## config.mk

```make
export PLATFORM = sky130hd
export DESIGN_NAME = mlfq_entry_update
export DESIGN_NICKNAME = d
export VERILOG_FILES = /design/src/sv/mlfq_pkg.sv /design/src/sv/mlfq_entry_update.sv
export SDC_FILE = /design/constraint.sdc
export NUM_CORES = 1
export LEC_CHECK = 0
export BUFFER_PORTS_ARGS = -buffer_cell sky130_fd_sc_hd__buf_2
export CORE_AREA = 2 2 178 180
export DETAILED_ROUTE_END_ITERATION = 6
export DIE_AREA = 0 0 180 182
export GPL_TIMING_DRIVEN = 0
export PLACE_DENSITY = 0.37
export SYNTH_ARGS = -nofsm -noshare
export SYNTH_HDL_FRONTEND = slang
export SYNTH_SLANG_ARGS = --single-unit
```

## constraint.sdc

```tcl
create_clock -name vclk -period 10.7
set_input_delay 0 -clock vclk [all_inputs]
set_output_delay 0 -clock vclk [all_outputs]
set_load 0.03 [all_outputs]
```

## src/sv/mlfq_pkg.sv

```systemverilog
// ----------------------------------------------------------------------------
// mlfq_pkg
// Shared types, codes and defaults for the MLFQ demote and boost table.
// ----------------------------------------------------------------------------
package mlfq_pkg;

  // Fixed field widths
  localparam int NUM_LEVELS  = 4;
  localparam int LEVEL_W     = 2;
  localparam int ENTRY_IDX_W = 6;
  localparam int SLICE_W     = 16;
  localparam int TICK_W      = 32;
  localparam int USED_W      = 16;
  localparam int BCOUNT_W    = 7;
  localparam int REG_IDX_W   = 3;
  localparam int PADDR_W     = 5;
  localparam int PDATA_W     = 32;

  // Defaults for top level parameters
  localparam int DEF_NUM_ENTRIES = 64;
  localparam int DEF_COUNT_BITS  = 16;

  localparam logic [BCOUNT_W-1:0] BCOUNT_MAX = '1;

  // Item modes
  localparam logic [1:0] MODE_CHARGE    = 2'd0;
  localparam logic [1:0] MODE_BOOST     = 2'd1;
  localparam logic [1:0] MODE_LIFECYCLE = 2'd2;
  localparam logic [1:0] MODE_NONE      = 2'd3;

  // Lifecycle classes
  localparam logic [1:0] LC_UNUSED = 2'd0;
  localparam logic [1:0] LC_LIVE   = 2'd1;
  localparam logic [1:0] LC_ZOMBIE = 2'd2;
  localparam logic [1:0] LC_KEEP   = 2'd3;

  // Register indexes
  localparam logic [REG_IDX_W-1:0] REG_QUANTUM0 = 3'd0;
  localparam logic [REG_IDX_W-1:0] REG_LIMIT0   = 3'd4;

  localparam logic [NUM_LEVELS-1:0][SLICE_W-1:0] QUANTUM_RESET =
    {16'd8, 16'd4, 16'd2, 16'd1};
  localparam logic [NUM_LEVELS-1:0][SLICE_W-1:0] LIMIT_RESET =
    {16'd32, 16'd16, 16'd8, 16'd4};

  typedef struct packed {
    logic [1:0]             mode;
    logic [ENTRY_IDX_W-1:0] entry_index;
    logic [1:0]             lifecycle_class;
    logic [TICK_W-1:0]      current_tick;
  } item_t;

  typedef struct packed {
    logic [ENTRY_IDX_W-1:0] result_entry;
    logic [LEVEL_W-1:0]     new_priority;
    logic [SLICE_W-1:0]     slice_left;
    logic [USED_W-1:0]      level_ticks_used;
    logic                   charged;
    logic                   demoted;
    logic [BCOUNT_W-1:0]    boosted_count;
  } result_t;

  // Configuration seen by the update logic
  typedef struct packed {
    logic [NUM_LEVELS-1:0][SLICE_W-1:0] quantum;
    logic [NUM_LEVELS-1:0][SLICE_W-1:0] limit;
  } cfg_t;

  // Fixed part of one table entry
  typedef struct packed {
    logic [1:0]         lifecycle;
    logic [LEVEL_W-1:0] level;
    logic [SLICE_W-1:0] slice;
    logic [TICK_W-1:0]  stamp;
  } entry_hdr_t;

endpackage

```

## src/sv/mlfq_entry_update.sv

```systemverilog
// ----------------------------------------------------------------------------
// mlfq_entry_update
// Modify step of the read-modify-write: charge, lifecycle and boost of one
// entry, plus the result for single-entry items.
// ----------------------------------------------------------------------------
module mlfq_entry_update
  import mlfq_pkg::*;
#(
  parameter int NUM_ENTRIES = DEF_NUM_ENTRIES,
  parameter int COUNT_BITS  = DEF_COUNT_BITS
) (
  input  item_t                                 item,
  input  logic                                  walk,
  input  cfg_t                                  cfg,
  input  entry_hdr_t                            hdr_old,
  input  logic [NUM_LEVELS-1:0][COUNT_BITS-1:0] cnt_old,
  output entry_hdr_t                            hdr_new,
  output logic [NUM_LEVELS-1:0][COUNT_BITS-1:0] cnt_new,
  output logic                                  wr,
  output result_t                               res
);

  localparam logic [COUNT_BITS-1:0] CNT_MAX = '1;
  localparam logic [LEVEL_W-1:0]    LEVEL_LOW = LEVEL_W'(NUM_LEVELS - 1);

  logic                  out_of_range;
  logic [LEVEL_W-1:0]    lvl;
  logic [LEVEL_W-1:0]    lvl_down;
  logic [COUNT_BITS-1:0] cur;
  logic [COUNT_BITS-1:0] bump;
  logic                  demote;
  logic                  idle_entry;

  assign out_of_range = 32'(item.entry_index) >= NUM_ENTRIES;
  assign lvl          = hdr_old.level;
  assign lvl_down     = lvl + LEVEL_W'(1);
  assign cur          = cnt_old[lvl];
  assign bump         = (cur == CNT_MAX) ? cur : cur + COUNT_BITS'(1);
  assign demote       = (32'(bump) >= 32'(cfg.limit[lvl])) && (lvl != LEVEL_LOW);
  assign idle_entry   = (hdr_old.lifecycle == LC_UNUSED) ||
                        (hdr_old.lifecycle == LC_ZOMBIE);

  always_comb begin
    hdr_new = hdr_old;
    cnt_new = cnt_old;
    wr      = 1'b0;
    res     = '0;
    if (walk) begin
      // Raise any entry that is not unused and lies below the top level
      if ((hdr_old.lifecycle != LC_UNUSED) && (lvl != '0)) begin
        wr            = 1'b1;
        hdr_new.level = '0;
        hdr_new.slice = cfg.quantum[0];
        hdr_new.stamp = item.current_tick;
        cnt_new       = '0;
      end
    end else if (out_of_range && (item.mode != MODE_NONE)) begin
      res.result_entry = item.entry_index;
    end else begin
      case (item.mode)
        MODE_CHARGE: begin
          res.result_entry     = item.entry_index;
          res.new_priority     = lvl;
          res.slice_left       = hdr_old.slice;
          res.level_ticks_used = USED_W'(cur);
          if (!idle_entry) begin
            wr                   = 1'b1;
            cnt_new[lvl]         = bump;
            res.level_ticks_used = USED_W'(bump);
            res.charged          = 1'b1;
            // Drop one level and reload the slice once the allotment is spent
            if (demote) begin
              hdr_new.level    = lvl_down;
              hdr_new.slice    = cfg.quantum[lvl_down];
              res.new_priority = lvl_down;
              res.slice_left   = cfg.quantum[lvl_down];
              res.demoted      = 1'b1;
            end
          end
        end
        MODE_LIFECYCLE: begin
          if (item.lifecycle_class != LC_KEEP) begin
            wr                = 1'b1;
            hdr_new.lifecycle = item.lifecycle_class;
          end
          res.result_entry     = item.entry_index;
          res.new_priority     = lvl;
          res.slice_left       = hdr_old.slice;
          res.level_ticks_used = USED_W'(cur);
        end
        default: begin
          res = '0;
        end
      endcase
    end
  end

endmodule

```

==> run metrics <==
area grow syn2layout=58.6%; top cell type's share of synthesized area=23.0%; count leader, synth=nand2_1; Layout Utilization=24.1%; port buffer count=445; Hold Vio Cnt, Final=0; status=completed; nets=1449; Core Area=31000 um2; Resized Gates After CTS=0; CP cell instances=buf_2 -> buf_6 -> buf_12 -> mux4_2 -> ha_1 -> nand2_1 -> o22ai_2 -> nand4_4 -> buf_6 -> o21ai_1 -> xor2_1 -> inv_1 -> ha_1 -> a211o_1 -> a31oi_1 -> o41ai_1 -> a221o_1 -> clkbuf_1 -> clkbuf_1 -> a31oi_1 -> a22oi_1 -> buf_2; placer congestion estimate=0.808; # setup viols final=0; largest net degree at the start of global routing=11; endpoint class of the critical path=primary output; drt total wl=32100 um; share of layout cells above drive strength 1=46.4%; DRC errors left=0; max-slew violations=0; CP startpoint kind=primary input; placed cells=1541; Worst Path Arrival=5.64 ns; initial antenna violation count=3; critical path class=in -> out; Placed Area=7450 um2; fmax=177 MHz; routed vias=7221; Syn. warnings=0; max incr delay on CP=0.83 ns; synthesized area=4700 um2; Relative slew margins=16.0%; Gate Count Post-Synth=688; total power=0.480 mW; most frequent cells after synthesis=nand2_1, o21ai_0, mux4_2; syn_area_per_cell=6.83 um2; Post-CTS Setup Bufs=0; Yosys cell types=59; die area=32800 um2; Hold Path Class=in -> out; RSZ-0062 raised after global routing=no; HPWL after DPL=27600 um; hold_buf cts=0; TNS Setup=0 ns; sequential cell area=0 um2; Iteration-0 DRC Markers=328; post-route cell area=7460 um2; worst-path maximum fanout=10; total track usage=18.6%; synth top area cells=mux4_2, nand2_1, o21ai_0; area leader, netlist=mux4_2; Initial Utilization=15.2%; Via-to-Cell Ratio=4.68; Worst-Margin Slew=1.26 ns; number of global-route vias before repair=7238; row count=65; Slowest-stage cell, CP=o41ai_1; flip-flop and latch count=0; post-route ant nets=0; die height=182 um; Die Wd=180 um; # Max-Cap Violations=0; non-filler cells, final=1542; IO Pins=453; drt first pass iters=4; WP data required=10.70 ns; IR Drop Worst-Case VDD=0.0180 mV; Fill cells=3569; Clock buffer cells=0; post-DR wirelength/cell=20.8 um; P_leak=3.85 nW; register area share after synthesis=0%; Period minus WS final=5.64 ns; footprint of the multi-input gates=4240 um2; grt total ovfl=0; first-pass GRT wire length=46500 um; Tcrit/Tclk final=52.7%; PD cells=64.4 nW/um2
## layer usage
layer	track usage, %	wire length [um]
met1	23.7	13500
met2	33.3	15800
met3	2.71	2160
met4	3.35	607
met5	0	0
## worst paths after layout
kind / startpoint / to / slack, ns / cells after the start
setup / recovery: hdr_old[48] / hdr_new[47] / 5.06 / 22
hold / removal: item[19] / hdr_new[19] / 0.33 / 4
## kinds of logic (layout without fill, tap and decap cells)
family	Yosys count	after routing	share of synthesized area (%)
AND/OR/NAND/NOR	273	273	27.0
AO/OA/AOI/OAI	205	205	26.5
buffers and inverters	103	548	10.2
multiplexers	73	73	28.4
adder cells (fa/ha/maj)	21	21	5.59
XOR/XNOR	12	12	2.24
other	1	8	0.0798
## power breakdown
| group | switching, mW | leakage, nW | internal (mW) | total [mW] |
|---|---|---|---|---|
| combinational | 0.314 | 3.85 | 0.166 | 0.480 |
| clock | 0 | 0.00000634 | 0.0000000125 | 0.0000000125 |
| sequential | 0 | 0 | 0 | 0 |
## placed cells by master, fill, tap and decap left out, types with 23 or more instances in the layout
master	synthesis	layout
nand3_1	42	42
inv_1	36	36
o21ai_0	85	85
clkbuf_1	39	39
nand2_1	144	144
buf_2	5	450
mux2i_1	23	23
mux4_2	48	48
a21oi_1	33	33
nor2_1	29	29
## per-stage QoR
stage               setup slack, ns  hold WS, ns
floorplan                      6.03        0.210
global placement               4.94        0.333
detailed placement             4.99        0.334
CTS                            4.95        0.335
global route                   4.53        0.350
finish                         5.06        0.335
## layout make-up
type	count	area share [%]
Buffer	67	4.65
Timing Repair Buffer	445	29.9
Tap cell	402	6.74
Antenna cell	1	0.0336
Multi-Input combinational cell	591	56.9
Inverter	36	1.81
## worst max-delay path: cells and delay by family
kind                     cells  cell delay [ns]
buffers and inverters        8             1.88
multiplexers                 1             0.45
XOR/XNOR                     1             0.35
adder cells (fa/ha/maj)      2             0.54
AO/OA/AOI/OAI                8             2.08
AND/OR/NAND/NOR              2             0.32
(Power assumes the default switching activity.)
