## config.mk

```make
export PLATFORM = sky130hd
export DESIGN_NAME = mlfq_entry_ram
export DESIGN_NICKNAME = d
export VERILOG_FILES = /design/src/sv/mlfq_entry_ram.sv
export SDC_FILE = /design/constraint.sdc
export NUM_CORES = 1
export LEC_CHECK = 0
export BUFFER_PORTS_ARGS = -buffer_cell sky130_fd_sc_hd__buf_2
export CORE_MARGIN = 1.5
export CORE_UTILIZATION = 44
export CTS_CLUSTER_DIAMETER = 30
export DETAILED_ROUTE_END_ITERATION = 8
export GPL_TIMING_DRIVEN = 0
export MAX_ROUTING_LAYER = met4
export PLACE_DENSITY_LB_ADDON = 0.08
export SLEW_MARGIN = 40
export SYNTH_ARGS = -nofsm -noshare
export SYNTH_HDL_FRONTEND = slang
export SYNTH_SLANG_ARGS = --single-unit
```

## constraint.sdc

```tcl
create_clock -name clk -period 2.3 [get_ports clk]
set_input_delay 0.23 -clock clk [delete_from_list [all_inputs] [get_ports clk]]
set_output_delay 0.23 -clock clk [all_outputs]
set_load 0.005 [all_outputs]
```

## src/sv/mlfq_entry_ram.sv

```systemverilog
// ----------------------------------------------------------------------------
// mlfq_entry_ram
// Single write port, single read port memory with registered read data.
// ----------------------------------------------------------------------------
module mlfq_entry_ram #(
  parameter int WIDTH = 8,
  parameter int DEPTH = 64,
  localparam int AW   = (DEPTH > 1) ? $clog2(DEPTH) : 1
) (
  input  logic             clk,
  input  logic             we,
  input  logic [AW-1:0]    waddr,
  input  logic [WIDTH-1:0] wdata,
  input  logic             re,
  input  logic [AW-1:0]    raddr,
  output logic [WIDTH-1:0] rdata
);

  logic [WIDTH-1:0] mem [DEPTH];

  // Write port
  always_ff @(posedge clk) begin
    if (we) begin
      mem[waddr] <= wdata;
    end
  end

  // Read port, data held while no read is issued
  always_ff @(posedge clk) begin
    if (re) begin
      rdata <= mem[raddr];
    end
  end

endmodule

```

==> summary.txt, run 1 <==
Synthesis
  – Mean post-synth cell area: 21.5 um2
  – Yosys reg bits: 520
  – Synthesized area: 20200 um2
  – Post-synthesis sequential area ratio: 0.771
  – Distinct cell type count of the synthesized netlist: 39
  – Cells after synthesis: 940
  – Syn. warnings: 0
  – Synth Net Count: 963

GRT
  – Largest net degree at the start of global routing: 65
  – Vias in the first global route: 10500
  – Grt ovf: 0
  – All-Layer GR Usage: 0.234
  – Antenna violations before repair: 1
  – Global-route wire length before repair: 74.2 mm

Critical path
  – Crit Path Class: primary input to flop
  – CP Buf/Inv Count: 4
  – Highest-delay cell along the critical path: o32ai_1
  – Slowest stage delay, CP: 550 ps
  – WP depth: 8
  – Critical-path cell list: buf_4, buf_4, buf_4, buf_2, nor2_1, nor4_1, nor3_1, o32ai_1
  – Top delay family on crit path: buffers and inverters
  – Req. time, crit path: 2630 ps
  – Max Fanout on Critical Path: 10
  – CP Launch Type: primary input
  – Most frequent CP cell: buf_4
  – Worst path arrival time: 2560 ps
  – FF-to-FF path depth: 5
  – CP Capture Type: flop

Clocking
  – CTS tree: built
  – CTS sink cnt: 520
  – Num CTS Buffers: 103
  – Reg clk slew, reported paths: 50 ps
  – Clk buf depth: 3
  – Worst-Skew Late Latency: 630 ps
  – CTS Root Cell: clkbuf_16
  – # H-tree levels: 3

Route
  – Drt via density: 5.73
  – Remaining antenna violation count: 0
  – DRC violations left: 0
  – DR iter-0 viols: 1013
  – Drt first pass iters: 7
  – Final wirelength: 51.7 mm
  – Vias: 10100
  – DR WL/cell: 29.5 um

Die
  – Die area: 47300 um2
  – Core box area: 45400 um2
  – Std-Cell Rows: 78
  – Initial core utilization: 0.446
  – Die height: 218 um
  – Num ports: 31
  – Die width: 218 um

Cells and area
  – # nets final: 1090
  – Area delta synth->final: 22.4%
  – Final core occ: 0.546
  – Share of post-route cells with drive strength above 1: 0.356
  – Filler instances: 3509
  – Sequential standard cell area: 15600 um2
  – Fin area: 24800 um2
  – Commonest non-fill, non-tap cells in the layout: 520 x edfxtp_1, 126 x mux4_2, 106 x clkbuf_16, 44 x nor2_2, 39 x nor2_1
  – Area occupied by multi-input gates: 4450 um2
  – Most common cell after layout, fill and taps aside: edfxtp_1

Status
  – Status: finished clean

Placed design
  – Detail Placement HPWL: 32.2 mm
  – Post-DP Area: 21200 um2
  – Final GP Congestion: 0.902
  – Post-place setup slack: -775 ps
  – Port Buffers: 22

Timing
  – Fin. Hold Viols: 0
  – Fin crit share: 0.966
  – Fmax: 450 MHz
  – Layout Skew: 27.8 ps
  – Post-route setup slack: 78.1 ps
  – Worst hold margin: 108 ps
  – Pins Over Slew Limit: 0
  – Final setup fails: 0
  – Tmin final: 2220 ps
  – Worst slew pin tran: 833 ps
  – Unrepaired setup endpoints after global routing: yes
  – Rel. slew slack: 0.443

Power
  – Max VDD drop: 0.000610 V
  – Pwr/cell area: 1070 nW/um2
  – Pleak: 7.92 nW

Hold path
  – Min-delay worst type: primary input to flop
  – Hold Path Cell Cnt: 2

Flow run
  – Max-cap violation count: 0
## power breakdown
| part | internal (W) | leakage (nW) | total (W) | switching, W |
|---|---|---|---|---|
| Clock | 0.0100 | 1.67 | 0.0149 | 0.00483 |
| Sequential | 0.0105 | 4.69 | 0.0106 | 0.0000201 |
| Combinational | 0.000374 | 1.56 | 0.00107 | 0.000697 |
| Total | 0.0209 | 7.92 | 0.0265 | 0.00555 |
## worst register-to-register path: cells and delay by family, from the launching register on
kind | cells | cell delay, ps
muxes | 2 | 790
DFF | 1 | 360
and+or+nand+nor | 1 | 280
AOI/OAI and AO/OA | 2 | 500
## cell usage after synthesis (all sizes together)
cell type	instances	area share
nand3b	3	0.0011
o221ai	8	0.0035
nand2b	7	0.0022
o22ai	8	0.0025
nand2	19	0.0035
buf	34	0.012
nor3	7	0.0017
mux4	126	0.14
a21oi	3	0.00074
nand4b	1	0.00043
o41ai	2	0.00087
clkbuf	17	0.0032
nor4	2	0.00062
or3	1	0.00031
a22oi	3	0.0011
o21a	2	0.00074
mux2	13	0.0072
nand3	13	0.0032
o221a	2	0.0011
o311ai	1	0.00043
mux2i	23	0.011
o2111ai	3	0.0013
a31oi	1	0.00031
a211oi	4	0.0015
a2111oi	2	0.00087
a221oi	6	0.0026
nor2	83	0.015
nor2b	14	0.0043
o21ai	4	0.00099
o2bb2ai	3	0.0013
o32ai	2	0.00087
nand4	2	0.00062
edfxtp	520	0.77
and2	1	0.00031
## state kept, by name, summed over array words and instances (netlist names)
register  flops
mem         512
rdata         8
## metrics by stage
step / TNS (ps) / total power [W] / std cells
after floorplan: 0 / 0.0113 / 940
after global placement: -41470 / 0.0118 / 1562
after detailed placement: -49330 / 0.0118 / 1562
after CTS: 0 / 0.0267 / 1753
after global routing: -31.9 / 0.0272 / 1754
final: 0 / 0.0265 / 1754
## layout make-up
cell class | instances | area share
repair buffers | 23 | 0.00565
multi-input cells | 369 | 0.179
flip-flops and latches | 520 | 0.630
plain buffers | 50 | 0.0130
clock buffers | 115 | 0.108
diodes | 1 | 0.000101
well taps | 600 | 0.0303
clock inverters | 76 | 0.0332
## routing by layer
metal / GRT usage / vias to the layer above / part of all wire
met5: - / - / 0
li1: - / 4249 / -
met4: 0.0838 / 0 / 0.023
met1: 0.323 / 5355 / 0.44
met2: 0.348 / 374 / 0.47
met3: 0.0485 / 76 / 0.068
## final timing paths
| kind | slack [ps] | to | startpoint |
|---|---|---|---|
| max | 80 | rdata[6] | raddr[1] |
| min | 110 | rdata[5] | raddr[5] |
| max reg2reg | 80 | rdata[6] | mem[21][6] |
| min reg2reg | 960 | rdata[7] | mem[6][7] |
## cells by family after synthesis
group                  after synthesis  share of synthesized area
flip-flops                         520                      0.771
AO/OA/AOI/OAI                       54                     0.0206
multiplexers                       162                      0.159
AND/OR/NAND/NOR                    153                     0.0337
buffers and inverters               51                     0.0156
## repair_timing
action	CTS	global route
setup endpoints to repair	5	3
buffers inserted	0	0
pin swaps	0	0
hold endpoints to repair	8	0
hold buffers	1	0
gates resized for setup	1	4
(Power assumes the default switching activity.)
==> inputs of run 2 (changes only) <==
==> constraint.sdc (replaced) <==
create_clock -name clk -period 2.3 [get_ports clk]
set_input_delay 0.575 -clock clk [delete_from_list [all_inputs] [get_ports clk]]
set_output_delay 0.575 -clock clk [all_outputs]
set_load 0.005 [all_outputs]
==> run 2 against run 1 <==
  * Combinational power increased by 4%
  * Highest routed layer unchanged
  * Final cell count barely moved
  * Global-route usage is 0.16 points lower
  * Critical endpoint is now mem[35][3]
  * Non-clock buffer count decreased by 2
  * Clock-buffer cell count shrank 3
  * Utilization grew 0.37 points
  * Wire length is 0.15% higher
  * The flow now finishes with violations (negative setup slack)
  * Via count up 1.3%
  * First-iteration DRC count rose by 7.7%
==> summary.txt, run 2 (synthesis gave the netlist of run 1 again) <==
Status
  – Status: complete, but fails checks
  – Violated checks: negative setup slack

Placed design
  – Port Buffers: 22
  – Detail Placement HPWL: 32.0 mm
  – Final GP Congestion: 0.893

GRT
  – Global-route wire length before repair: 73.9 mm
  – Vias in the first global route: 10200
  – All-Layer GR Usage: 0.233
  – Grt ovf: 0
  – Antenna violations before repair: 3
  – Largest net degree at the start of global routing: 65

Power
  – Comb pwr share: 0.042
  – Sw Pwr: 0.00557 W
  – Pleak: 8.01 nW
  – Switching share of power: 0.209
  – Max VDD drop: 0.000592 V
  – Tot Pwr: 0.0266 W
  – Int Power: 0.0210 W
  – Clk pwr share: 0.561
  – Pwr/cell area: 1070 nW/um2
  – Seq pwr share: 0.397

Clocking
  – CTS sink cnt: 520
  – CTS tree: built
  – Clk buf depth: 3
  – # H-tree levels: 3
  – CTS Root Cell: clkbuf_16
  – Reg clk slew, reported paths: 50 ps
  – Hold-fix buffers, CTS: 0
  – Post_cts resized: 29
  – Worst-Skew Late Latency: 620 ps
  – # Post-CTS Setup Buffers: 0
  – Num CTS Buffers: 102

Die
  – Initial core utilization: 0.446
  – Die height: 218 um
  – Die area: 47300 um2
  – Std-Cell Rows: 78
  – Die width: 218 um
  – Num ports: 31
  – Core box area: 45400 um2

Cells and area
  – Reg with most FFs: mem
  – # nets final: 1087
  – Regs by FF count: mem: 512 flops, rdata: 8 flops
  – Max reg flops: 512
  – Area delta synth->final: 23.3%
  – Most common cell after layout, fill and taps aside: edfxtp_1
  – Commonest non-fill, non-tap cells in the layout: 520 x edfxtp_1, 126 x mux4_2, 103 x clkbuf_16, 48 x nor2_2, 33 x nor2_1
  – Share of post-route cells with drive strength above 1: 0.382
  – Final core occ: 0.550

Route
  – Vias: 10200
  – DR WL/cell: 29.5 um
  – Remaining antenna violation count: 0
  – DRC violations left: 0
  – Final wirelength: 51.8 mm
  – Drt via density: 5.81
  – DR iter-0 viols: 1091
  – Drt first pass iters: 5

Critical path
  – CP Capture Type: flop
  – Reg2Reg Setup Slack: 60 ps
  – Highest-delay cell along the critical path: nor2_1
  – Worst path arrival time: 2570 ps
  – Slowest stage delay, CP: 910 ps
  – Top delay family on crit path: simple AND/OR/NAND/NOR gates
  – R2r endpoint: rdata[4]
  – Critical-path cell list: clkbuf_1, nor2b_1, nand3_1, nor2_1
  – CP Buf/Inv Count: 1
  – FF-to-FF path depth: 5
  – WP depth: 4
  – Req. time, crit path: 2530 ps
  – Crit Path Class: primary input to flop
  – CP Launch Type: primary input
  – Max Fanout on Critical Path: 10
  – R2r startpoint: mem[21][4]

Flow run
  – Max-cap violation count: 0

Timing
  – Layout Skew: 21.3 ps
  – Pins Over Slew Limit: 0
  – Fin crit share: 1.02
  – Fin. Hold Viols: 0
  – Worst hold margin: 357 ps
  – Final setup fails: 9
  – Worst slew pin tran: 981 ps
  – Unrepaired setup endpoints after global routing: yes
  – Rel. slew slack: 0.344
  – Tmin final: 2340 ps
  – Post-route setup slack: -43.7 ps
  – Fmax: 427 MHz

Hold path
  – Hold worst-path end: rdata[3]
  – Min-delay src: re
  – Min-delay worst type: primary input to flop
  – Hold Path Cell Cnt: 1
run 2: cell types whose count changed in the layout (fill, tap and decap cells not counted), sizes merged:
cell | previous run | this run
inv | 5 | 13
clkinvlp | 16 | 10
clkbuf | 133 | 128
bufinv | 15 | 17
buf | 54 | 55
clkinv | 40 | 39
diode | 1 | 2
dlygate4sd3 | 1 | 0
run 2: power groups by stage:
stage | logic (W) | registers [W] | clock network, W
2_1_floorplan | 0.000563 | 0.0107 | 0
3_3_place_gp | 0.00106 | 0.0107 | 0
3_5_place_dp | 0.00108 | 0.0107 | 0
4_1_cts | 0.00110 | 0.0106 | 0.0151
5_1_grt | 0.00117 | 0.0106 | 0.0156
6_report | 0.00111 | 0.0106 | 0.0149
run 2: worst max path at each step:
stage | slack [ps] | from | end
6_report | -40 | waddr[1] | mem[35][3]
5_1_grt | -60 | waddr[1] | mem[35][5]
4_1_cts | -60 | waddr[2] | mem[21][3]
3_5_place_dp | -1060 | raddr[1] | rdata[5]
3_3_place_gp | -1420 | raddr[2] | rdata[3]
2_1_floorplan | 10 | raddr[1] | rdata[7]
run 2: layout make-up:
cell class                 instances  area, um2
tap                              600        751
clock buffer                     112       2610
antenna                            2       5.00
buffer                            49        417
timing repair buffer              22        130
clock inverter                    79        900
multi-input combinational        369       4530
sequential                       520      15600
fill                            3482      20400
run 2: metal layers:
layer / part of all wire / global-route usage
met5: 0 / -
met3: 0.082 / 0.0446
met1: 0.42 / 0.325
met2: 0.47 / 0.350
met4: 0.022 / 0.0692
run 2: metrics by stage:
step                cells  setup WS, ps  setup TNS, ps  area [um2]
finish               1753         -43.7           -327       25000
global route         1753         -64.0          -1430       25000
CTS                  1753         -58.1          -1140       24800
detailed placement   1562         -1060        -212130       21200
global placement     1562         -1420        -216640       21100
floorplan             940          10.8              0       20300
