File: config.mk
export PLATFORM = sky130hd
export DESIGN_NAME = mlfq_cfg_regs
export DESIGN_NICKNAME = d
export VERILOG_FILES = /design/src/sv/mlfq_pkg.sv /design/src/sv/mlfq_cfg_regs.sv
export SDC_FILE = /design/constraint.sdc
export NUM_CORES = 1
export LEC_CHECK = 0
export BUFFER_PORTS_ARGS = -buffer_cell sky130_fd_sc_hd__buf_2
export CAP_MARGIN = 10
export CORE_ASPECT_RATIO = 0.75
export CORE_UTILIZATION = 50
export CTS_BUF_LIST = sky130_fd_sc_hd__clkbuf_16
export CTS_CLUSTER_DIAMETER = 150
export DETAILED_ROUTE_END_ITERATION = 6
export PLACE_DENSITY = 0.79
export RECOVER_POWER = 50
export REMOVE_ABC_BUFFERS = 1
export SETUP_SLACK_MARGIN = 0.02
export SLEW_MARGIN = 20
export SYNTH_ARGS = -nofsm -noshare
export SYNTH_HDL_FRONTEND = slang
export SYNTH_SLANG_ARGS = --single-unit
export TNS_END_PERCENT = 20
File: constraint.sdc
create_clock -name clk -period 3.7 [get_ports clk]
set_input_delay 0.74 -clock clk [delete_from_list [all_inputs] [get_ports clk]]
set_output_delay 0.74 -clock clk [all_outputs]
set_load 0.005 [all_outputs]
File: src/sv/mlfq_pkg.sv
// ----------------------------------------------------------------------------
// mlfq_pkg
// Shared types, codes and defaults for the MLFQ demote and boost table.
// ----------------------------------------------------------------------------
package mlfq_pkg;

  // Fixed field widths
  localparam int NUM_LEVELS  = 4;
  localparam int LEVEL_W     = 2;
  localparam int ENTRY_IDX_W = 6;
  localparam int SLICE_W     = 16;
  localparam int TICK_W      = 32;
  localparam int USED_W      = 16;
  localparam int BCOUNT_W    = 7;
  localparam int REG_IDX_W   = 3;
  localparam int PADDR_W     = 5;
  localparam int PDATA_W     = 32;

  // Defaults for top level parameters
  localparam int DEF_NUM_ENTRIES = 64;
  localparam int DEF_COUNT_BITS  = 16;

  localparam logic [BCOUNT_W-1:0] BCOUNT_MAX = '1;

  // Item modes
  localparam logic [1:0] MODE_CHARGE    = 2'd0;
  localparam logic [1:0] MODE_BOOST     = 2'd1;
  localparam logic [1:0] MODE_LIFECYCLE = 2'd2;
  localparam logic [1:0] MODE_NONE      = 2'd3;

  // Lifecycle classes
  localparam logic [1:0] LC_UNUSED = 2'd0;
  localparam logic [1:0] LC_LIVE   = 2'd1;
  localparam logic [1:0] LC_ZOMBIE = 2'd2;
  localparam logic [1:0] LC_KEEP   = 2'd3;

  // Register indexes
  localparam logic [REG_IDX_W-1:0] REG_QUANTUM0 = 3'd0;
  localparam logic [REG_IDX_W-1:0] REG_LIMIT0   = 3'd4;

  localparam logic [NUM_LEVELS-1:0][SLICE_W-1:0] QUANTUM_RESET =
    {16'd8, 16'd4, 16'd2, 16'd1};
  localparam logic [NUM_LEVELS-1:0][SLICE_W-1:0] LIMIT_RESET =
    {16'd32, 16'd16, 16'd8, 16'd4};

  typedef struct packed {
    logic [1:0]             mode;
    logic [ENTRY_IDX_W-1:0] entry_index;
    logic [1:0]             lifecycle_class;
    logic [TICK_W-1:0]      current_tick;
  } item_t;

  typedef struct packed {
    logic [ENTRY_IDX_W-1:0] result_entry;
    logic [LEVEL_W-1:0]     new_priority;
    logic [SLICE_W-1:0]     slice_left;
    logic [USED_W-1:0]      level_ticks_used;
    logic                   charged;
    logic                   demoted;
    logic [BCOUNT_W-1:0]    boosted_count;
  } result_t;

  // Configuration seen by the update logic
  typedef struct packed {
    logic [NUM_LEVELS-1:0][SLICE_W-1:0] quantum;
    logic [NUM_LEVELS-1:0][SLICE_W-1:0] limit;
  } cfg_t;

  // Fixed part of one table entry
  typedef struct packed {
    logic [1:0]         lifecycle;
    logic [LEVEL_W-1:0] level;
    logic [SLICE_W-1:0] slice;
    logic [TICK_W-1:0]  stamp;
  } entry_hdr_t;

endpackage

File: src/sv/mlfq_cfg_regs.sv
// ----------------------------------------------------------------------------
// mlfq_cfg_regs
// APB register bank for per-level quantum and allotment limit.
// ----------------------------------------------------------------------------
module mlfq_cfg_regs
  import mlfq_pkg::*;
(
  input  logic               clk,
  input  logic               rst,
  input  logic               psel,
  input  logic               penable,
  input  logic               pwrite,
  input  logic [PADDR_W-1:0] paddr,
  input  logic [PDATA_W-1:0] pwdata,
  output logic [PDATA_W-1:0] prdata,
  output logic               pready,
  output cfg_t               cfg
);

  logic [REG_IDX_W-1:0] reg_idx;
  logic                 wr_xfer;
  logic [SLICE_W-1:0]   rd_val;

  assign reg_idx = paddr[PADDR_W-1:2];
  assign pready  = 1'b1;
  assign wr_xfer = psel && penable && pwrite;

  // Hold register values, update on a write transfer
  always_ff @(posedge clk) begin
    if (rst) begin
      cfg.quantum <= QUANTUM_RESET;
      cfg.limit   <= LIMIT_RESET;
    end else if (wr_xfer) begin
      if (reg_idx < REG_LIMIT0) begin
        cfg.quantum[reg_idx[1:0]] <= pwdata[SLICE_W-1:0];
      end else begin
        cfg.limit[reg_idx[1:0]] <= pwdata[SLICE_W-1:0];
      end
    end
  end

  // Read back
  always_comb begin
    if (reg_idx < REG_LIMIT0) begin
      rd_val = cfg.quantum[reg_idx[1:0]];
    end else begin
      rd_val = cfg.limit[reg_idx[1:0]];
    end
    prdata = PDATA_W'(rd_val);
  end

endmodule

==> results.md <==
- The tree built by TritonCTS fans out to 128 sinks.
- The internal portion of the total power is 2.50 mW.
- The number of warning messages in the yosys log is 0.
- The share of total power dissipated in the clock network is 0.498.
- The part of the power in combinational logic is 0.067.
- The area of combinational cells with multiple inputs is 3250 um2.
- The synthesized instance count is 605.
- The data required time of the critical path is 2.96 ns.
- The cell class contributing the biggest share of worst-path delay is buffers and inverters.
- The kind of path behind the tightest hold check is flip-flop to flip-flop.
- After the first detailed-routing iteration, the DRC count stood at 372.
- The longest individual stage delay on the worst path is 0.79 ns.
- TritonCTS built the clock tree.
- The initial utilization of the core area, before any placement, comes to 0.522.
- In this run the vertical extent of the chip is 98.0 um.
- At the end of the flow, the number of nets in the layout was 790.
- Setup repair after global routing left no endpoint under its margin.
- Clock tree synthesis selected as its root buffer the cell sky130_fd_sc_hd__clkbuf_16.
- The share of cells above drive strength 1 is 0.264.
- The share of the core filled with cells in the final layout is 0.634.
- The pre-antenna-repair detailed-routing pass consisted of 5 iterations.
- The layout overhead on the synthesized area is 21.5%.
- The largest net degree at the start of global routing is 66.
- The run finished with clean final reports.
- The largest registers in the layout are cfg: 128 flops.
- For this run, the total global-route usage over all layers was measured as 0.284.
- The total number of cells along the worst setup path is 5.
- The storage element area is 2560 um2.
- Setup violations remaining at the end of the flow were counted as 0.
- The count of endpoints failing hold in the final timing report was 0.
- The number of buffers and inverters on the critical path is 3.
- The number of cells on the worst reg-to-reg path is 2.
- The wire length of the first global-routing pass is 27100 um.
- Once the clock tree was built, the resizer swapped 0 gates to a different size.
- The post-synthesis average cell area is 10.2 um2.
- The critical path's slowest cell is sky130_fd_sc_hd__clkbuf_2.
- The final route contains 5282 vias.
- Across all hold checks on the routed design, the worst slack comes to 0.493 ns.
- The number of rows created at floorplan is 34.
- The clock transition at the registers of the reported paths is 0.06 ns.
- In the routed design, unresolved DRC markers number 0.
- The clock period minus worst slack is 3.34 ns.
- The total die area is 12700 um2.
- After detailed routing, the average wire length per cell comes to 19.7 um.
- In this run the tightest slew margin relative to its limit is 0.182.
- The critical path launch point type is an input port.
- The number of antenna diodes in the final layout is 0.
- Setup total negative slack on the finished layout was measured at 0 ns.
- The startpoint identified for the worst hold timing path is cfg[80].
- Counting along the longest clock path gives a buffer depth of 2.
- Dividing the final minimum period by the clock period gives 0.903.
- The floorplan step set the die width to 130 um.
- The total congestion overflow is 0.
- In this run the count of I/O pins placed on the die edge is 203.
- The number of antenna violations at the first check in global routing was 0.
- The critical path goes through clkbuf_2 -> buf_4 -> mux4_2 -> mux2_2 -> buf_2.
- The post-detailed-route count of antenna-violating nets is 0.
- The worst register-to-register path ends at cfg[64].
- The number of global-route vias before repair came to 5012.
- Using the TritonRoute via totals, the vias-per-cell ratio works out to 5.74.
- Of the total power, registers draw 0.435.
- The leakage power is 3.36 nW.
- The total count of max-transition violations in the final report is 0.
- The register with the most flip-flops in the layout has 128 of them.
- The post-detailed-placement half-perimeter wirelength is 11800 um.
- The top fanout value on the critical path is 31.
- Post-CTS timing repair inserted 0 buffers for setup.
- The number of cells traversed by the worst hold path is 2.
- The routability congestion estimate from global placement is 0.817.
- The number of buffers added by the clock tree synthesis step is 17.
- The critical path is of the input port to output pin type.
- The largest clock skew in the final design is 0 ns.
- The count of hold-fix buffers inserted at cts is 0.
- The transition at the pin with the smallest max-transition slack is 1.23 ns.
- For the worst-skew pair, the clock arrives at the later sink with an insertion delay of 0.41 ns.
- The analysis attributes to net switching a power of 0.715 mW.
- The share of the Yosys chip area taken by registers is 0.417.
- After synthesis the cells add up to 6150 um2.
- The endpoint of the worst hold-timing path is cfg[80].
- For this design the ratio of total power to cell area is 431 nW/um2.
- Of the total power, the share spent switching nets is 0.222.
- The highest achievable clock rate is 0.299 GHz.
- Buffers placed on the I/O ports in this run total 167.
- The startpoint of the most critical register-to-register path is cfg[64].
- The core region is 11800 um2.
- The post-synthesis cell type count is 29.
- cfg holds more flip-flops than any other register.
- The register-to-register setup slack is 2.80 ns.
- The data arrival at the endpoint of the critical path is 2.60 ns.
- The H-tree was split into 4 levels.
- Across the VDD grid, the largest voltage drop is 0.308 mV.
- The max-cap violation count is 0.
- The total wire length is 18100 um.
- The fill cell total of the finished layout is 1001.
- The critical path capture point type is an output pin.
- The register bit total from synthesis is 128.
==> worst max-delay path by stage <==
stage | from | end | slack [ns]
after floorplan | paddr[2] | cfg[64] | 1.30
after global placement | paddr[4] | prdata[15] | 0.45
after detailed placement | paddr[4] | prdata[15] | 0.42
after CTS | paddr[4] | prdata[15] | 0.42
after global routing | paddr[4] | prdata[15] | 0.24
final | paddr[4] | prdata[15] | 0.36
==> metal layers <==
layer / wire, um / vias up / global-route usage
met5: 0 / - / 0
met1: 7800 / 2557 / 0.386
met3: 1660 / 35 / 0.0625
met4: 358 / 0 / 0.119
met2: 8290 / 309 / 0.436
li1: - / 2381 / -
==> cells in the mapped netlist <==
cell / n / area (um2)
sky130_fd_sc_hd__or3b_2: 1 / 8.76
sky130_fd_sc_hd__conb_1: 2 / 7.51
sky130_fd_sc_hd__nand2b_1: 76 / 475
sky130_fd_sc_hd__nand3b_4: 1 / 20.0
sky130_fd_sc_hd__nand2_2: 1 / 6.26
sky130_fd_sc_hd__nor2b_1: 30 / 188
sky130_fd_sc_hd__buf_4: 21 / 158
sky130_fd_sc_hd__mux2i_1: 67 / 671
sky130_fd_sc_hd__mux2_2: 16 / 180
sky130_fd_sc_hd__clkbuf_1: 38 / 143
sky130_fd_sc_hd__buf_2: 8 / 40.0
sky130_fd_sc_hd__mux4_2: 32 / 721
sky130_fd_sc_hd__nand3_2: 1 / 10.0
sky130_fd_sc_hd__nand3_1: 31 / 155
sky130_fd_sc_hd__or3_1: 2 / 12.5
sky130_fd_sc_hd__nor3b_2: 1 / 12.5
sky130_fd_sc_hd__or2_2: 2 / 12.5
sky130_fd_sc_hd__and3b_1: 2 / 17.5
sky130_fd_sc_hd__and3_1: 1 / 6.26
sky130_fd_sc_hd__a311o_1: 1 / 10.0
sky130_fd_sc_hd__a21boi_0: 1 / 7.51
sky130_fd_sc_hd__buf_6: 5 / 56.3
sky130_fd_sc_hd__nand2_1: 2 / 7.51
sky130_fd_sc_hd__nor2_1: 13 / 48.8
sky130_fd_sc_hd__dfxtp_1: 128 / 2560
sky130_fd_sc_hd__buf_1: 1 / 3.75
sky130_fd_sc_hd__and2_1: 1 / 6.26
sky130_fd_sc_hd__o21ai_0: 90 / 450
sky130_fd_sc_hd__a21oi_1: 30 / 150
==> power groups by stage <==
stage	Clock (mW)	Sequential, mW	Combinational (mW)
2_1_floorplan	0	1.43	0.0925
3_3_place_gp	0	1.43	0.207
3_5_place_dp	0	1.43	0.212
4_1_cts	1.61	1.40	0.213
5_1_grt	1.67	1.40	0.230
6_report	1.60	1.40	0.215
==> cell type report <==
| type | instances | share of cell area |
|---|---|---|
| clock buffers | 17 | 0.0570 |
| clock inverters | 12 | 0.0173 |
| multi-input cells | 419 | 0.435 |
| flip-flops and latches | 128 | 0.343 |
| well taps | 162 | 0.0271 |
| repair buffers | 182 | 0.120 |
==> metrics by stage <==
step | area, um2 | instances | total power, mW | setup WS [ns]
after floorplan | 5800 | 547 | 1.52 | 1.30
after global placement | 6990 | 891 | 1.63 | 0.450
after detailed placement | 6990 | 891 | 1.64 | 0.422
after CTS | 7540 | 920 | 3.22 | 0.424
after global routing | 7470 | 920 | 3.30 | 0.239
final | 7470 | 920 | 3.22 | 0.361
==> worst min-delay path: stages (launching register included) <==
cell,delay [ns]
sky130_fd_sc_hd__dfxtp_1,0.32
sky130_fd_sc_hd__nand2b_1,0.07
sky130_fd_sc_hd__mux2i_1,0.06
==> logic make-up after synthesis <==
family,after synthesis,synth area share
AND/OR/NAND/NOR,165,0.161
flip-flops,128,0.417
AO/OA/AOI/OAI,122,0.101
multiplexers,115,0.256
buffers and inverters,73,0.0651
other,2,0.00122
==> placed cells by master (no fill, tap or decap), types with 2 or more instances in the layout <==
cell type	count
sky130_fd_sc_hd__dfxtp_1	128
sky130_fd_sc_hd__buf_2	107
sky130_fd_sc_hd__o21ai_0	90
sky130_fd_sc_hd__nand2b_1	76
sky130_fd_sc_hd__mux2i_1	67
sky130_fd_sc_hd__clkbuf_1	57
sky130_fd_sc_hd__mux4_2	32
sky130_fd_sc_hd__nand3_1	31
sky130_fd_sc_hd__a21oi_1	30
sky130_fd_sc_hd__nor2b_1	30
sky130_fd_sc_hd__conb_1	17
sky130_fd_sc_hd__clkbuf_16	17
sky130_fd_sc_hd__mux2_2	16
sky130_fd_sc_hd__nor2_1	13
sky130_fd_sc_hd__buf_4	13
sky130_fd_sc_hd__clkinv_1	5
sky130_fd_sc_hd__bufinv_16	3
sky130_fd_sc_hd__and3b_1	2
sky130_fd_sc_hd__nand2_1	2
sky130_fd_sc_hd__or3_1	2
sky130_fd_sc_hd__or2_2	2
sky130_fd_sc_hd__inv_1	2
sky130_fd_sc_hd__buf_1	2
sky130_fd_sc_hd__buf_12	2
No activity file was read; power rests on OpenSTA's default activity.
